--- config.mk ---
export PLATFORM = sky130hd
export DESIGN_NAME = block_pixel_write_with_depth_test_unit
export DESIGN_NICKNAME = d
export VERILOG_FILES = /design/src/hw/rtl/bpwdt_pkg.sv /design/src/hw/rtl/block_pixel_write_with_depth_test_unit.sv
export SDC_FILE = /design/constraint.sdc
export NUM_CORES = 2
export LEC_CHECK = 0
export BUFFER_PORTS_ARGS = -buffer_cell sky130_fd_sc_hd__buf_2
export CAP_MARGIN = 20
export CORE_AREA = 2 2 270 299
export CTS_CLUSTER_SIZE = 25
export DETAILED_ROUTE_END_ITERATION = 12
export DIE_AREA = 0 0 272 301
export GPL_ROUTABILITY_DRIVEN = 1
export GPL_TIMING_DRIVEN = 0
export PLACE_DENSITY_LB_ADDON = 0.25
export SLEW_MARGIN = 20
export SYNTH_ARGS = -nofsm -noshare
export SYNTH_HDL_FRONTEND = slang
export SYNTH_SLANG_ARGS = --single-unit
--- constraint.sdc ---
create_clock -name aclk -period 10.3 [get_ports aclk]
set_input_delay 0.515 -clock aclk [delete_from_list [all_inputs] [get_ports aclk]]
set_output_delay 0.515 -clock aclk [all_outputs]
set_load 0.005 [all_outputs]
--- src/hw/rtl/bpwdt_pkg.sv ---
// Package for the pixel write engine with depth test.
// Holds register index codes, mode codes, field widths and pipeline stage types.
// No dependencies.
package bpwdt_pkg;

    // Field and datapath widths
    localparam int unsigned VAL_W      = 16;
    localparam int unsigned OUT_ADDR_W = 24;
    localparam int unsigned SOFF_W     = 23;
    localparam int unsigned CNT_W      = 10;
    localparam int unsigned POS_W      = 11;
    localparam int unsigned PROD_W     = 23;
    localparam int unsigned SROW_W     = 21;
    localparam int unsigned SUM_W      = 25;
    localparam int unsigned CFG_IDX_W  = 3;
    localparam int unsigned CFG_DATA_W = 32;

    // Configuration register indexes
    typedef enum logic [CFG_IDX_W-1:0] {
        CFG_ROW_WIDTH    = 3'd0,
        CFG_FRAME_HEIGHT = 3'd1,
        CFG_PIXEL_TYPE   = 3'd2,
        CFG_Z_MODE       = 3'd3,
        CFG_SOURCE_MODE  = 3'd4,
        CFG_DIRECT_VALUE = 3'd5,
        CFG_X_INFO       = 3'd6,
        CFG_Y_INFO       = 3'd7
    } cfg_index_t;

    // Depth test modes: the write is suppressed when the test holds
    typedef enum logic [2:0] {
        ZM_ALWAYS     = 3'd0,
        ZM_LT         = 3'd1,
        ZM_EQ         = 3'd2,
        ZM_LE         = 3'd3,
        ZM_GT         = 3'd4,
        ZM_NE         = 3'd5,
        ZM_GE         = 3'd6,
        ZM_COLOR_ONLY = 3'd7
    } z_mode_t;

    // Source modes (bit 1 set means direct values from the register)
    localparam logic [1:0] SM_STEP   = 2'd0;
    localparam logic [1:0] SM_DUP    = 2'd1;
    localparam logic [1:0] SM_DIRECT = 2'd2;

    // Pixel type thresholds for plane selection
    localparam logic [3:0] PT_MAP_HI = 4'd13;
    localparam logic [3:0] PT_MAP_LO = 4'd9;

    // Input register contents
    typedef struct packed {
        logic [CNT_W-1:0] col;
        logic [CNT_W-1:0] row;
        logic             empty;
        logic             last;
        logic [VAL_W-1:0] color;
        logic [VAL_W-1:0] depth;
        logic             cw;
        logic             dw;
    } s1_t;

    // Product stage contents
    typedef struct packed {
        logic [PROD_W-1:0] c_plane;
        logic [PROD_W-1:0] z_plane;
        logic [PROD_W-1:0] pos_prod;
        logic [SROW_W-1:0] src_prod;
        logic [CNT_W-1:0]  col;
        logic              empty;
        logic              last;
        logic [VAL_W-1:0]  color;
        logic [VAL_W-1:0]  depth;
        logic              cw;
        logic              dw;
    } s2_t;

endpackage

--- src/hw/rtl/block_pixel_write_with_depth_test_unit.sv ---
// Top level of the rectangle pixel write engine with depth test.
// Depends on bpwdt_pkg for codes, widths and stage types.
//
// One pixel request is accepted every cycle unless a result waits, and passes in order
// through an input register holding the counter position, depth test outcome and
// values, a product stage with the plane base and row offset multipliers, and an
// output register where the addresses are summed. Backpressure on the result
// channel stalls the whole pipeline; s_ready is low only while a result waits.
// Column and row counters advance at accept, so throughput is one pixel per
// cycle. Configuration is taken at any time through the cfg channel
// (cfg_ready is always high) and must only change while the engine is drained.
module block_pixel_write_with_depth_test_unit #(
    parameter int unsigned ADDR_BITS = 24
) (
    input  logic        aclk,
    input  logic        aresetn,
    // configuration write channel
    input  logic        cfg_valid,
    output logic        cfg_ready,
    input  logic [2:0]  cfg_index,
    input  logic [31:0] cfg_data,
    // pixel request channel
    input  logic        s_valid,
    output logic        s_ready,
    input  logic [15:0] s_source_color,
    input  logic [15:0] s_source_depth,
    input  logic [15:0] s_target_depth,
    // result channel
    output logic        m_valid,
    input  logic        m_ready,
    output logic [23:0] m_color_address,
    output logic [23:0] m_depth_address,
    output logic [22:0] m_source_offset,
    output logic [15:0] m_color_out,
    output logic [15:0] m_depth_out,
    output logic        m_color_write,
    output logic        m_depth_write,
    output logic        m_last_pixel
);

    // Configuration registers
    logic [10:0] row_width_reg;
    logic [9:0]  frame_height_reg;
    logic [3:0]  pixel_type_reg;
    logic [2:0]  z_mode_reg;
    logic [1:0]  source_mode_reg;
    logic [31:0] direct_value_reg;
    logic [25:0] x_info_reg;
    logic [25:0] y_info_reg;

    assign cfg_ready = 1'b1;

    always_ff @(posedge aclk) begin
        if (!aresetn) begin
            row_width_reg    <= '0;
            frame_height_reg <= '0;
            pixel_type_reg   <= '0;
            z_mode_reg       <= '0;
            source_mode_reg  <= '0;
            direct_value_reg <= '0;
            x_info_reg       <= '0;
            y_info_reg       <= '0;
        end else if (cfg_valid && cfg_ready) begin
            case (cfg_index)
                bpwdt_pkg::CFG_ROW_WIDTH:    row_width_reg    <= cfg_data[10:0];
                bpwdt_pkg::CFG_FRAME_HEIGHT: frame_height_reg <= cfg_data[9:0];
                bpwdt_pkg::CFG_PIXEL_TYPE:   pixel_type_reg   <= cfg_data[3:0];
                bpwdt_pkg::CFG_Z_MODE:       z_mode_reg       <= cfg_data[2:0];
                bpwdt_pkg::CFG_SOURCE_MODE:  source_mode_reg  <= cfg_data[1:0];
                bpwdt_pkg::CFG_DIRECT_VALUE: direct_value_reg <= cfg_data;
                bpwdt_pkg::CFG_X_INFO:       x_info_reg       <= cfg_data[25:0];
                bpwdt_pkg::CFG_Y_INFO:       y_info_reg       <= cfg_data[25:0];
                default: ;
            endcase
        end
    end

    // Decoded configuration fields
    logic [10:0] width;
    logic [9:0]  xlen;
    logic [9:0]  ylen;
    logic [10:0] xpos;
    logic [10:0] ypos;
    logic        color_only;

    assign width      = {row_width_reg[10:3], 3'b000};
    assign xlen       = x_info_reg[25:16];
    assign xpos       = x_info_reg[10:0];
    assign ylen       = y_info_reg[25:16];
    assign ypos       = y_info_reg[10:0];
    assign color_only = (z_mode_reg == bpwdt_pkg::ZM_COLOR_ONLY);

    // Pipeline control: all stages advance together unless a result waits
    logic           adv;
    logic           accept;
    logic           s1_valid_reg;
    logic           s2_valid_reg;
    logic           m_valid_reg;
    bpwdt_pkg::s1_t s1_reg, s1_next;
    bpwdt_pkg::s2_t s2_reg, s2_next;

    assign adv     = !m_valid_reg || m_ready;
    assign s_ready = adv;
    assign accept  = s_valid && s_ready;
    assign m_valid = m_valid_reg;

    // Counters
    logic [9:0] col_count_reg, col_count_next;
    logic [9:0] row_count_reg, row_count_next;

    // Input stage: position, depth test and values
    logic        in_empty;
    logic [9:0]  in_col;
    logic [9:0]  in_row;
    logic [15:0] src_c;
    logic [15:0] src_z;
    logic        hit;
    logic        col_wrap;
    logic        row_wrap;

    always_comb begin
        in_empty = (xlen == '0) || (ylen == '0);
        in_col   = in_empty ? '0 : col_count_reg;
        in_row   = in_empty ? '0 : row_count_reg;
        src_c    = source_mode_reg[1] ? direct_value_reg[31:16] : s_source_color;
        src_z    = source_mode_reg[1] ? direct_value_reg[15:0]  : s_source_depth;

        case (z_mode_reg)
            bpwdt_pkg::ZM_LT: hit = s_target_depth <  src_z;
            bpwdt_pkg::ZM_EQ: hit = s_target_depth == src_z;
            bpwdt_pkg::ZM_LE: hit = s_target_depth <= src_z;
            bpwdt_pkg::ZM_GT: hit = s_target_depth >  src_z;
            bpwdt_pkg::ZM_NE: hit = s_target_depth != src_z;
            bpwdt_pkg::ZM_GE: hit = s_target_depth >= src_z;
            default:          hit = 1'b0;
        endcase

        col_wrap = ({1'b0, in_col} + 11'd1) >= {1'b0, xlen};
        row_wrap = ({1'b0, in_row} + 11'd1) >= {1'b0, ylen};

        s1_next.col   = in_col;
        s1_next.row   = in_row;
        s1_next.empty = in_empty;
        s1_next.last  = in_empty || (col_wrap && row_wrap);
        s1_next.color = in_empty ? '0 : src_c;
        s1_next.depth = (in_empty || color_only) ? '0 : src_z;
        s1_next.cw    = !in_empty && !hit;
        s1_next.dw    = !in_empty && !hit && !color_only;

        // counters hold on an empty rectangle
        col_count_next = col_count_reg;
        row_count_next = row_count_reg;
        if (accept && !in_empty) begin
            if (col_wrap) begin
                col_count_next = '0;
                row_count_next = row_wrap ? '0 : 10'(in_row + 10'd1);
            end else begin
                col_count_next = 10'(in_col + 10'd1);
            end
        end
    end

    // Product stage: plane bases and row offsets
    logic [1:0]  cmap;
    logic [1:0]  zmap;
    logic [11:0] hc;
    logic [11:0] hz;
    logic [11:0] ypos_row;

    always_comb begin
        if (pixel_type_reg >= bpwdt_pkg::PT_MAP_HI) begin
            cmap = 2'(pixel_type_reg - bpwdt_pkg::PT_MAP_HI);
            zmap = 2'd2;
        end else if (pixel_type_reg >= bpwdt_pkg::PT_MAP_LO) begin
            cmap = 2'(pixel_type_reg - bpwdt_pkg::PT_MAP_LO);
            zmap = 2'd3;
        end else begin
            cmap = 2'd0;
            zmap = 2'd1;
        end

        // height times plane number (0..3) by shift and add
        case (cmap)
            2'd0:    hc = '0;
            2'd1:    hc = {2'b00, frame_height_reg};
            2'd2:    hc = {1'b0, frame_height_reg, 1'b0};
            default: hc = {2'b00, frame_height_reg} + {1'b0, frame_height_reg, 1'b0};
        endcase
        case (zmap)
            2'd0:    hz = '0;
            2'd1:    hz = {2'b00, frame_height_reg};
            2'd2:    hz = {1'b0, frame_height_reg, 1'b0};
            default: hz = {2'b00, frame_height_reg} + {1'b0, frame_height_reg, 1'b0};
        endcase

        ypos_row = {1'b0, ypos} + {2'b00, s1_reg.row};

        s2_next.c_plane  = 23'(hc) * 23'(width);
        s2_next.z_plane  = 23'(hz) * 23'(width);
        s2_next.pos_prod = 23'(ypos_row) * 23'(width);
        s2_next.src_prod = 21'(s1_reg.row) * 21'(width);
        s2_next.col      = s1_reg.col;
        s2_next.empty    = s1_reg.empty;
        s2_next.last     = s1_reg.last;
        s2_next.color    = s1_reg.color;
        s2_next.depth    = s1_reg.depth;
        s2_next.cw       = s1_reg.cw;
        s2_next.dw       = s1_reg.dw;
    end

    // Output stage: address sums and source offset
    logic [bpwdt_pkg::SUM_W-1:0] pos_sum;
    logic [bpwdt_pkg::SUM_W-1:0] caddr_sum;
    logic [bpwdt_pkg::SUM_W-1:0] zaddr_sum;
    logic [21:0]                 src_sum;
    logic [ADDR_BITS-1:0]        caddr_reg, caddr_next;
    logic [ADDR_BITS-1:0]        zaddr_reg, zaddr_next;
    logic [22:0]                 soff_reg, soff_next;
    logic [15:0]                 color_reg;
    logic [15:0]                 depth_reg;
    logic                        cw_reg;
    logic                        dw_reg;
    logic                        last_reg;

    always_comb begin
        pos_sum    = bpwdt_pkg::SUM_W'(s2_reg.pos_prod) + bpwdt_pkg::SUM_W'(xpos)
                   + bpwdt_pkg::SUM_W'(s2_reg.col);
        caddr_sum  = bpwdt_pkg::SUM_W'(s2_reg.c_plane) + pos_sum;
        zaddr_sum  = bpwdt_pkg::SUM_W'(s2_reg.z_plane) + pos_sum;
        caddr_next = ADDR_BITS'(caddr_sum);
        zaddr_next = ADDR_BITS'(zaddr_sum);

        src_sum = 22'(s2_reg.src_prod) + 22'(s2_reg.col);
        if (s2_reg.empty || (source_mode_reg != bpwdt_pkg::SM_STEP)) begin
            soff_next = '0;
        end else if (color_only) begin
            soff_next = 23'(src_sum);
        end else begin
            soff_next = {src_sum, 1'b0};
        end
    end

    // Valid bits and counters
    always_ff @(posedge aclk) begin
        if (!aresetn) begin
            s1_valid_reg  <= 1'b0;
            s2_valid_reg  <= 1'b0;
            m_valid_reg   <= 1'b0;
            col_count_reg <= '0;
            row_count_reg <= '0;
        end else begin
            col_count_reg <= col_count_next;
            row_count_reg <= row_count_next;
            if (adv) begin
                s1_valid_reg <= s_valid;
                s2_valid_reg <= s1_valid_reg;
                m_valid_reg  <= s2_valid_reg;
            end
        end
    end

    // Stage payload registers
    always_ff @(posedge aclk) begin
        if (adv) begin
            s1_reg    <= s1_next;
            s2_reg    <= s2_next;
            caddr_reg <= caddr_next;
            zaddr_reg <= zaddr_next;
            soff_reg  <= soff_next;
            color_reg <= s2_reg.color;
            depth_reg <= s2_reg.depth;
            cw_reg    <= s2_reg.cw;
            dw_reg    <= s2_reg.dw;
            last_reg  <= s2_reg.last;
        end
    end

    assign m_color_address = caddr_reg[23:0];
    assign m_depth_address = zaddr_reg[23:0];
    assign m_source_offset = soff_reg;
    assign m_color_out     = color_reg;
    assign m_depth_out     = depth_reg;
    assign m_color_write   = cw_reg;
    assign m_depth_write   = dw_reg;
    assign m_last_pixel    = last_reg;

    // Checks
    // a depth write never happens without the colour write
    assert property (@(posedge aclk) disable iff (!aresetn)
        m_valid && m_depth_write |-> m_color_write)
        else $error("depth write without colour write");

    // colour only mode leaves depth untouched
    assert property (@(posedge aclk) disable iff (!aresetn)
        m_valid && color_only |-> !m_depth_write && (m_depth_out == '0))
        else $error("depth written in colour only mode");

    // finishing a rectangle returns both counters to the origin
    assert property (@(posedge aclk) disable iff (!aresetn)
        accept && !in_empty && col_wrap && row_wrap
        |=> (col_count_reg == '0) && (row_count_reg == '0))
        else $error("counters not cleared at end of rectangle");

endmodule
### Word level (Yosys, flattened, before mapping)

Index checks and enable logic that the tools add are counted.

* add/sub/neg operators: 13
* $mul: 4
* order comparisons: 8
* equal/unequal tests: 20
* muxes and demuxes: 14
* bitwise logic cells: 1
* reduce and logical (&&, ||, !) cells: 31

Operators by type and width (count)
* 12-bit case mux with 3 select lines: 2
* 12-bit by 8-bit multiplier with 20-bit output: 3
* 23-bit by 24-bit adder with 24-bit output: 2
* 10-bit two-way mux: 4
* 16-bit two-way mux: 2
* 23-bit by 11-bit adder with 24-bit output: 1
* 24-bit by 10-bit adder with 24-bit output: 1
* 3-bit equality test (second input constant): 8
* 10-bit by 1-bit adder with 11-bit output (second input constant): 2
* 21-bit by 10-bit adder with 22-bit output: 1
* 11-bit by 10-bit greater-or-equal comparator with 1-bit output: 2
* 22-bit two-way mux: 1
* 10-bit by 1-bit adder with 10-bit output (second input constant): 2
* 10-bit logical NOT: 2
* 10-bit by 8-bit multiplier with 18-bit output: 1
* 2-bit AND reduction: 9
* 16-bit equality test: 1
* 16-bit greater-or-equal comparator: 1
* 16-bit greater-than comparator: 1
* 16-bit <= comparator: 1
* 16-bit < comparator: 1
* 16-bit inequality test: 1
* 10-bit by 11-bit adder with 12-bit output: 1
* 11-bit by 10-bit adder with 12-bit output: 1
* 16 further kinds: 40

* bits in registers: 423
* bits of input ports: 88
* word-level logic and storage cells: 133

### Depth between registers and ports, before layout

* depth in word-level cells: 7
* depth in mapped cells: 28
* gate-level depth less buffers: 25

### Least setup slack after synthesis

Ideal clock, no wire load.

* path kind: input to register
* start: in m_ready
* end: reg row_count_reg[0]
* data arrival time: 8.002 ns
* data required time: 10.239 ns
* path slack: 2.237 ns
* stages on the path: 5
* buffers on the path: 0
* cell sequence: nor2b_1 -> inv_1 -> nand3_1 -> nor4_4 -> a22o_1

* cells in the longest elaborated chain, start to end: 4

RTL lines
* start: declaration: RTL line block_pixel_write_with_depth_test_unit.sv:30 `input logic m_ready,`
* 1-bit logical OR: RTL line block_pixel_write_with_depth_test_unit.sv:102 `assign adv = !m_valid_reg || m_ready;`
* net s_ready: RTL line block_pixel_write_with_depth_test_unit.sv:24 `output logic s_ready,`
* 1-bit logical AND: RTL line block_pixel_write_with_depth_test_unit.sv:104 `assign accept = s_valid && s_ready;`
* 1-bit logical AND: RTL line block_pixel_write_with_depth_test_unit.sv:153 `if (accept && !in_empty) begin`
* 2-bit AND reduction (no line)
* end signal: assignment: RTL line block_pixel_write_with_depth_test_unit.sv:253 `row_count_reg <= row_count_next;`
* end: declaration: RTL line block_pixel_write_with_depth_test_unit.sv:109 `logic [9:0] row_count_reg, row_count_next;`

The timed path passes the listed nets, and every way through them passes these cells.
A chain may end at the register's enable or synchronous reset.

==> out/results.ini <==
[placement]
io_buffer_count = 193
finalWeightedCongestion = 0.898
hpwlAfterDp_um = 63100
pre_cts_slack_ns = 2.74
dp_cells = 4371

[yosys]
avgSynthCellArea_um2 = 10.0
synthArstFlopShare = 0
synth_fa_ha_area_frac = 0.266
synthXorXnorAreaFrac = 0.0407
syn_area_um2 = 31400
synth_top_family_by_area = adder cells
synth.largest_area_cell = edfxtp_1
ys_ff_latch = 407
synth.distinct_cells = 83
synthMuxAreaShare = 0.0144
synth_most_common_cell = nand2_1
synth-edff-count = 283
synth_fp_nets = 3740
synth_ff_type = edfxtp_1
synth_compound_area_frac = 0.114
netlist_instances = 3131
yosysWarningCount = 0
synthSimpleGateAreaFrac = 0.158
ys_top_cells_by_area = edfxtp_1, fa_1, ha_1
yosysTopAreaCellShare = 0.271
netlist_top_cells_count = nand2_1, inv_1, edfxtp_1
seq_area_frac_synth = 0.350

[detailed_routing]
ant_nets = 0
drt_first_pass_iters = 5
drt_iter0_markers = 1218
vias_per_cell = 5.11
wirelength_um = 81200
num_vias = 22805
drc_errors = 0
wl_per_cell_um = 18.2

[clocking]
hold_buffers = 0
cts_buffer_depth = 3
cts_root_buf = clkbuf_16
cts_inserted_buffers = 48
cts_tree = done
cts.sinks = 407
clkSlewWorstSetupHoldPaths_ns = 0.06
clk_latency_ns = 0.62
post_cts_buffers = 0
cts-htree-levels = 2
cts_resized = 0

[die]
io_pins = 197
die_y_um = 301
placementRows = 108
core_um2 = 78500
fp.dieW_um = 272
initial_core_util = 0.399
dieArea_um2 = 81900

[worst_setup_path]
crit_chain = clkbuf_1, inv_1, ha_1, clkbuf_1, clkinv_1, nand2_1, a21oi_1, a31oi_1, nor2_1, and2_1, fa_1, fa_1, fa_1, inv_1, fa_1, inv_1, ha_1, o41ai_1, o21ai_0, o41ai_2, o2111ai_1, a21oi_1, xnor2_1
worstSetupEndpointType = flip-flop
crit_path_frequent_cell = fa_1
crit_slowest_cell = o41ai_1
regToRegSetupSlack_ns = 2.54
cp_top_family = adder cells
slowest_delay_ns = 0.70
cp_num_buf_inv = 6
critical_path_class = flip-flop to flip-flop
start_kind = flip-flop
crit_arrival_ns = 8.08
worstPathRequired_ns = 10.62
cp.depth = 23
r2r_cells = 23
path_max_fanout = 10

[cells_and_area]
drive_gt1_frac = 0.0931
syn2layout_area_growth_pct = 12.7
utilization = 0.450
stdcell_count = 4463
largest_reg_flops = 124
nets = 3985

[global_route]
groute.usage.overall = 0.200
grt_max_degree = 101
antenna_found_initial = 2
grt_pass1_vias = 23122
grt_pass1_wl_um = 128000
grt.overflow.total = 0

[pwr]
p_per_area_nw_per_um2 = 111
netSwitchingPower_mw = 0.961
clock_power_share = 0.446
swShare = 0.245
p_leak_nw = 16.4
p_int_mw = 2.96
combPwrFrac = 0.079
peakVddDrop_uv = 140
seq_power_share = 0.474

[timing]
worst_slack_ns = 2.54
layout_min_cycle_time_ns = 7.76
slew_headroom = 0.303
hold_viol = 0
maxSlewViolCount = 0
finalSetupViolCount = 0
timing.fmax_mhz = 129
rsz0062_at_grt = false
worstMarginPinSlew_ns = 1.04
skew_ns = 0.0428
fin_crit_sh = 0.753

[worst_hold_path]
hold_depth = 3
hold_class = input pin to flip-flop

[status]
outcome = finished, final reports clean

[run]
drv_cap = 0

==> worst reg2reg max path, cell delays in order, from the launching register on <==
cell and delay (ns):
dfxtp_1 0.33, clkbuf_1 0.40, inv_1 0.28, ha_1 0.35, clkbuf_1 0.37, clkinv_1 0.38
nand2_1 0.13, a21oi_1 0.08, a31oi_1 0.24, nor2_1 0.20, and2_1 0.26, fa_1 0.56
fa_1 0.45, fa_1 0.56, inv_1 0.06, fa_1 0.53, inv_1 0.04, ha_1 0.23
o41ai_1 0.70, o21ai_0 0.35, o41ai_2 0.45, o2111ai_1 0.19, a21oi_1 0.22, xnor2_1 0.10
==> per-layer routing <==
metal	GRT usage	up-vias	part of all wire
met1	0.251	11131	0.43
met2	0.355	485	0.49
met4	0.0650	0	0.032
met5	0	-	0
met3	0.0249	130	0.043
li1	-	11059	-
==> cell type report <==
type	count	area (µm²)
clock inverter	27	310
antenna	2	5.00
sequential	407	11000
inverter	354	1340
clock buffer	63	1330
buffer	114	453
tap	1045	1310
timing repair buffer	195	1020
multi-input combinational	2256	18600
fill	7524	43200
==> power groups by stage <==
stage / Sequential (mW) / Combinational, mW / Clock (mW)
after floorplan: 1.89 / 0.167 / 0
after global placement: 1.90 / 0.309 / 0
after detailed placement: 1.90 / 0.312 / 0
after CTS: 1.86 / 0.313 / 1.79
after global routing: 1.87 / 0.343 / 1.86
final: 1.86 / 0.311 / 1.75
==> layout by cell type, fill, tap and decap left out, types with 22 or more instances in the layout <==
| cell | count |
|---|---|
| a211oi_1 | 22 |
| a21boi_0 | 100 |
| a21o_1 | 48 |
| a21oi_1 | 105 |
| and2_1 | 197 |
| and3_1 | 63 |
| buf_2 | 195 |
| clkbuf_1 | 112 |
| clkbuf_16 | 49 |
| dfxtp_1 | 124 |
| edfxtp_1 | 283 |
| fa_1 | 241 |
| ha_1 | 280 |
| inv_1 | 351 |
| mux2i_1 | 43 |
| nand2_1 | 434 |
| nand3_1 | 59 |
| nor2_1 | 148 |
| nor2b_1 | 24 |
| nor3_1 | 30 |
| o21a_1 | 22 |
| o21ai_0 | 60 |
| xnor2_1 | 107 |
| xor2_1 | 37 |
==> worst paths after layout <==
kind                           from                   end
setup / recovery  pixel_type_reg[0]           s2_reg[134]
hold / removal         cfg_data[29]  direct_value_reg[29]
setup reg to reg  pixel_type_reg[0]           s2_reg[134]
hold reg to reg           s1_reg[9]             s2_reg[9]
==> logic make-up after synthesis <==
logic type                 Yosys count
and+or+nand+nor                   1033
adders and majority gates          521
AOI/OAI and AO/OA                  511
buffers and inverters              468
DFF                                407
xor gates and xnor gates           145
muxes                               45
other                                1
==> stage by stage <==
step	hold WS, ns	area [µm²]	total power, mW	setup TNS [ns]
floorplan	0.400	31400	2.06	0
global placement	0.401	33600	2.21	-27.17
detailed placement	0.405	33700	2.21	0
CTS	0.111	35300	3.97	0
global route	0.140	35300	4.07	0
finish	0.140	35300	3.92	0
(Power assumes the default switching activity.)
